$ cat src/rtl/assert_macros.svh
// Assertion helpers included by the core RTL file.
`ifndef ASSERT_MACROS_SVH
`define ASSERT_MACROS_SVH

// Checked on every clock edge outside reset.
`define SMTC_ASSERT(name, prop, msg) \
  name: assert property (@(posedge clk_i) disable iff (!rst_ni) (prop)) else $error(msg);

// Checked on every clock edge, reset included.
`define SMTC_ASSERT_ALWAYS(name, prop, msg) \
  name: assert property (@(posedge clk_i) (prop)) else $error(msg);

`endif

$ cat src/rtl/smtc_pkg.sv
`timescale 1ns / 1ps
// ----------------------------------------------------------------------------
// smtc_pkg
// Codes and types shared by the sync marker time calibration core.
// ----------------------------------------------------------------------------
package smtc_pkg;

  typedef enum logic [1:0] {
    ACT_APPEND  = 2'd0,
    ACT_CLEAR   = 2'd1,
    ACT_CONVERT = 2'd2,
    ACT_NOP     = 2'd3
  } action_e;

  typedef enum logic [1:0] {
    MODE_PASS   = 2'd0,
    MODE_INTERP = 2'd1,
    MODE_RIGHT  = 2'd2,
    MODE_ENDS   = 2'd3
  } mode_e;

  typedef enum logic [1:0] {
    STAT_OK     = 2'd0,
    STAT_NOSYNC = 2'd1,
    STAT_SLOPE  = 2'd2,
    STAT_FULL   = 2'd3
  } status_e;

  localparam logic [1:0] MODE_RESET = MODE_INTERP;

  // multiply/divide unit status
  typedef struct packed {
    logic busy;
    logic done;
  } md_stat_t;

endpackage

$ cat src/rtl/smtc_muldiv.sv
`timescale 1ns / 1ps
// ----------------------------------------------------------------------------
// smtc_muldiv
// Serial (a*b)/d: shift-add multiply then restoring divide, one bit a cycle.
// Quotient must fit TW bits (a < d). Result held until the next start.
// ----------------------------------------------------------------------------
module smtc_muldiv #(
  parameter int unsigned TW = 48
) (
  input  logic                   clk_i,
  input  logic                   rst_ni,
  input  logic                   start_i,
  input  logic [TW-1:0]          mplier_i,
  input  logic [TW-1:0]          mcand_i,
  input  logic [TW-1:0]          divisor_i,
  output smtc_pkg::md_stat_t     stat_o,
  output logic [TW-1:0]          quot_o,
  output logic [TW-1:0]          rem_o
);
  import smtc_pkg::*;

  localparam int unsigned SW = $clog2(TW + 1);
  localparam logic [1:0] PH_IDLE = 2'd0;
  localparam logic [1:0] PH_MUL  = 2'd1;
  localparam logic [1:0] PH_DIV  = 2'd2;

  logic [1:0]      phase_q, phase_d;
  logic [SW-1:0]   step_q, step_d;
  logic            done_q, done_d;
  logic [2*TW-1:0] p_q, p_d;
  logic [TW-1:0]   b_q, d_q;

  logic [TW:0]     mul_sum;
  logic [TW:0]     trial;
  logic [TW:0]     trial_diff;
  logic            trial_ge;
  logic            last_step;

  assign mul_sum    = {1'b0, p_q[2*TW-1:TW]} + (p_q[0] ? {1'b0, b_q} : {(TW+1){1'b0}});
  assign trial      = {p_q[2*TW-1:TW], p_q[TW-1]};
  assign trial_ge   = trial >= {1'b0, d_q};
  assign trial_diff = trial - {1'b0, d_q};
  assign last_step  = step_q == SW'(TW - 1);

  always_comb begin
    phase_d = phase_q;
    step_d  = step_q;
    done_d  = 1'b0;
    p_d     = p_q;
    unique case (phase_q)
      PH_MUL: begin
        p_d    = {mul_sum, p_q[TW-1:1]};
        step_d = step_q + SW'(1);
        if (last_step) begin
          phase_d = PH_DIV;
          step_d  = '0;
        end
      end
      PH_DIV: begin
        p_d    = {(trial_ge ? trial_diff[TW-1:0] : trial[TW-1:0]), p_q[TW-2:0], trial_ge};
        step_d = step_q + SW'(1);
        if (last_step) begin
          phase_d = PH_IDLE;
          done_d  = 1'b1;
        end
      end
      default: begin
        if (start_i) begin
          phase_d = PH_MUL;
          step_d  = '0;
          p_d     = {{TW{1'b0}}, mplier_i};
        end
      end
    endcase
  end

  always_ff @(posedge clk_i or negedge rst_ni) begin
    if (!rst_ni) begin
      phase_q <= PH_IDLE;
      step_q  <= '0;
      done_q  <= 1'b0;
    end else begin
      phase_q <= phase_d;
      step_q  <= step_d;
      done_q  <= done_d;
    end
  end

  always_ff @(posedge clk_i) begin
    p_q <= p_d;
    if (start_i && phase_q == PH_IDLE) begin
      b_q <= mcand_i;
      d_q <= divisor_i;
    end
  end

  assign stat_o.busy = phase_q != PH_IDLE;
  assign stat_o.done = done_q;
  assign quot_o      = p_q[TW-1:0];
  assign rem_o       = p_q[2*TW-1:TW];

endmodule

$ cat config.mk
export PLATFORM = sky130hd
export DESIGN_NAME = smtc_muldiv
export DESIGN_NICKNAME = d
export VERILOG_FILES = /design/src/rtl/assert_macros.svh /design/src/rtl/smtc_pkg.sv /design/src/rtl/smtc_muldiv.sv
export SDC_FILE = /design/constraint.sdc
export NUM_CORES = 1
export LEC_CHECK = 0
export CAP_MARGIN = 20
export CORE_MARGIN = 5
export CORE_UTILIZATION = 50
export DETAILED_ROUTE_END_ITERATION = 16
export DONT_BUFFER_PORTS = 1
export GPL_TIMING_DRIVEN = 0
export HOLD_SLACK_MARGIN = 0.12
export SYNTH_ARGS = -nofsm -noshare
export SYNTH_HDL_FRONTEND = slang
export SYNTH_SLANG_ARGS = --single-unit
$ cat constraint.sdc
create_clock -name clk_i -period 7.15 [get_ports clk_i]
set_clock_uncertainty 0.2 [all_clocks]
set_input_delay 0.3575 -clock clk_i [delete_from_list [all_inputs] [get_ports clk_i]]
set_output_delay 0.3575 -clock clk_i [all_outputs]
set_load 0.01 [all_outputs]
==> metrics.txt <==
Reg clk slew, reported paths 0.06 ns; Area contributors post-synth edfxtp_1 (42%), ha_1 (9.1%), a21oi_1 (6.2%); Clock Sinks 201; worst-skew pair later-pin latency 0.55 ns; post-synthesis mux area share less than 1%; final slew viol count 0; nets 1834; Die Y between 150 and 200 microns; grt total ovfl 0; sequential fraction of the synthesis area 43.65%; 1st-iter DRT viols ~800; IO Port Bufs 0; placed cells approximately 1800; first-pass GRT wire length 63.79 mm; wire per inst approximately 21 microns; endpoints failing hold 0; Mapped Area 13720 sq um; number of global-route vias before repair about 12000; row count 60; I/O pin total 245; Placer Congestion 0.9170; RSZ-0062 raised after global routing no; fin crit period 5.725 ns; CTS tree yes; P&R area growth vs syn 20.21%; Synth warnings 0; critical path endpoint category register; top cell type's share of synthesized area 42.01%; Max Cap Viol 0; total core area 27030 sq um; Final Non-Filler Cells between 1500 and 2000; Synth area leader edfxtp_1; CP startpoint kind register; via count 11730; Critical Path Fanout Max 10; worst hold path type input port to register; Leak 6.673 nW; status complete, no violations; largest family of logic cells by synthesized area compound AO/OA/AOI/OAI gates; layout cells sized above 1 4.429%; number of H-tree levels 1; Final setup viols 0; total CTS buffers 25; Setup TNS 0 ns; Max clock buf depth 3; most frequent cells in the layout edfxtp_1 (192), a21oi_1 (170), dlygate4sd3_1 (147); Max transition margin 43.42%; simple-gate share of the synthesized area 12.88%; XOR/XNOR Fraction of Synth Area under 10%; total iterations of the first detailed-routing run 5; final WL 40.77 mm; synthesized net count 1658; fraction of registers with async set/reset 4.478%; Die ar. 30860 sq um; Initial Util 50.78%; post-synthesis adder-cell area fraction under 10%; Syn Area/Cell 9.741 sq um; EDFF count, synth between 150 and 200; synth unique cells 78; Synth Area in Compound Gates 23.70%; worst-margin pin slew 0.8488 ns; GRT Total Usage 25.46%; Placed Area 14210 sq um; initial antenna violation count 1; worst endpoint data arrival time 5.81 ns; Tcrit/Tclk final approximately 80%; Post-DP HPWL 29.57 mm; DIE WIDTH 175.7 microns; post_cts resized 0; vias per std cell 6.030; final core utilization approximately 60%; commonest non-fill, non-tap cell in the layout edfxtp_1; DRC 0; maximum vdd drop 294.5 uV; largest net degree at the start of global routing 71; cells after synthesis approximately 1400; Final Instance Area 16500 sq um; Req. time, crit path 7.24 ns; Root Buffer clkbuf_16; Post-synth top flop edfxtp_1; synthesis-stage register bit count 201; critical path class register to register; Power Density 478.5 nW/um^2; Max Clk Rate 174.7 MHz; DRT antenna net count 0
[synth_stat cells, types with 6 or more instances]
cell and instances:
xor2_1 43, a211oi_1 9, inv_1 75, o22ai_1 33, nor3_1 14, edfxtp_1 192
o21ai_0 75, nand2b_1 12, and2_1 58, xnor2_1 45, dfrtp_1 9, o21a_1 13
nand3_1 22, ha_1 100, and3_1 6, nand2_1 71, mux2i_1 6, a31oi_1 6
o21bai_1 14, a21oi_1 170, nor2_1 125, nand4_1 17, nor2b_1 18, a21o_1 52
o31ai_1 9, a22oi_1 55, clkbuf_1 58
[layout make-up]
| type | count | area (sq um) |
|---|---|---|
| buffer | 68 | 309.0 |
| clock buffer | 29 | 640.6 |
| antenna | 1 | 2.502 |
| fill | 2317 | 10530 |
| clock inverter | 16 | 172.7 |
| multi-input combinational | 1065 | 7146 |
| tap | 341 | 426.7 |
| sequential | 201 | 5991 |
| inverter | 75 | 284.0 |
| timing repair buffer | 149 | 1526 |
[final timing paths]
check,start,to,slack [ns],depth (start not counted)
min in group asynchronous,rst_ni,step_q[4]$_DFFE_PN0P_,0.53,2
worst min-delay path,start_i,b_q[5]$_DFFE_PP_,0.16,1
worst min register to register,step_q[3]$_DFFE_PN0P_,step_q[3]$_DFFE_PN0P_,0.31,1
max in group asynchronous,rst_ni,step_q[5]$_DFFE_PN0P_,5.92,2
worst max register to register,p_q[0]$_DFFE_PP_,p_q[95]$_DFFE_PP_,1.42,16
worst max-delay path,p_q[0]$_DFFE_PP_,p_q[95]$_DFFE_PP_,1.42,16
[layer usage]
metal  part of all wire [%]  vias up  wire length (microns)  global-route usage (%)
li1                       -     5618                      -                       -
met1                     42     5592                  17260                   33.91
met2                     46      459                  18950                   41.58
met3                    8.7       60                   3529                   6.565
met4                    2.5        0                   1023                   6.758
met5                      0        -                      0                       0
[logic make-up (layout without fill, tap and decap cells)]
| kind of cell | count (synthesis) | count (layout) |
|---|---|---|
| XOR/XNOR | 88 | 88 |
| flip-flops | 201 | 201 |
| other | 0 | 1 |
| adder cells (fa/ha/maj) | 102 | 102 |
| AND/OR/NAND/NOR | 363 | 363 |
| buffers and inverters | 143 | 337 |
| multiplexers | 6 | 6 |
| AO/OA/AOI/OAI | 506 | 506 |
[worst max-delay path: stages (launching register included)]
cell	delay (ns)
edfxtp_1	0.57
clkbuf_1	0.33
clkbuf_1	0.29
and2_1	0.23
ha_1	0.25
fa_1	0.45
a211oi_1	0.42
o211ai_1	0.23
a32o_1	0.33
a31oi_1	0.32
o21a_1	0.30
o21ai_1	0.18
a221oi_2	0.38
o21ai_1	0.22
o21ai_0	0.32
a211oi_1	0.12
a221o_1	0.30
[registers in the layout (all words and copies together), names as in the netlist]
signal	count
done_q	1
step_q	6
d_q	48
b_q	48
phase_q	2
p_q	96
[stage by stage]
step | setup WS (ns) | hold slack (ns) | power [mW]
after detailed placement | 1.402 | -0.1377 | 6.522
after global placement | 1.395 | -0.1377 | 6.487
final | 1.425 | 0.1647 | 7.894
after CTS | 1.380 | 0.1590 | 7.890
after global routing | 1.053 | 0.1808 | 8.478
after floorplan | 2.897 | -0.1381 | 5.419
[where the power goes]
group          total [mW]  internal (mW)  switching [mW]  leakage (nW)
clock network        1.27          0.752           0.519         0.391
logic                4.19           1.66            2.54          4.24
registers            2.43           1.85           0.581          2.05
total                7.89           4.26            3.64          6.67
[what timing repair did]
action | CTS | global route
hold endpoints to repair | 160 | 0
hold buffers | 147 | 0
buffers inserted | 0 | 0
No activity file was read; power rests on OpenSTA's default activity.
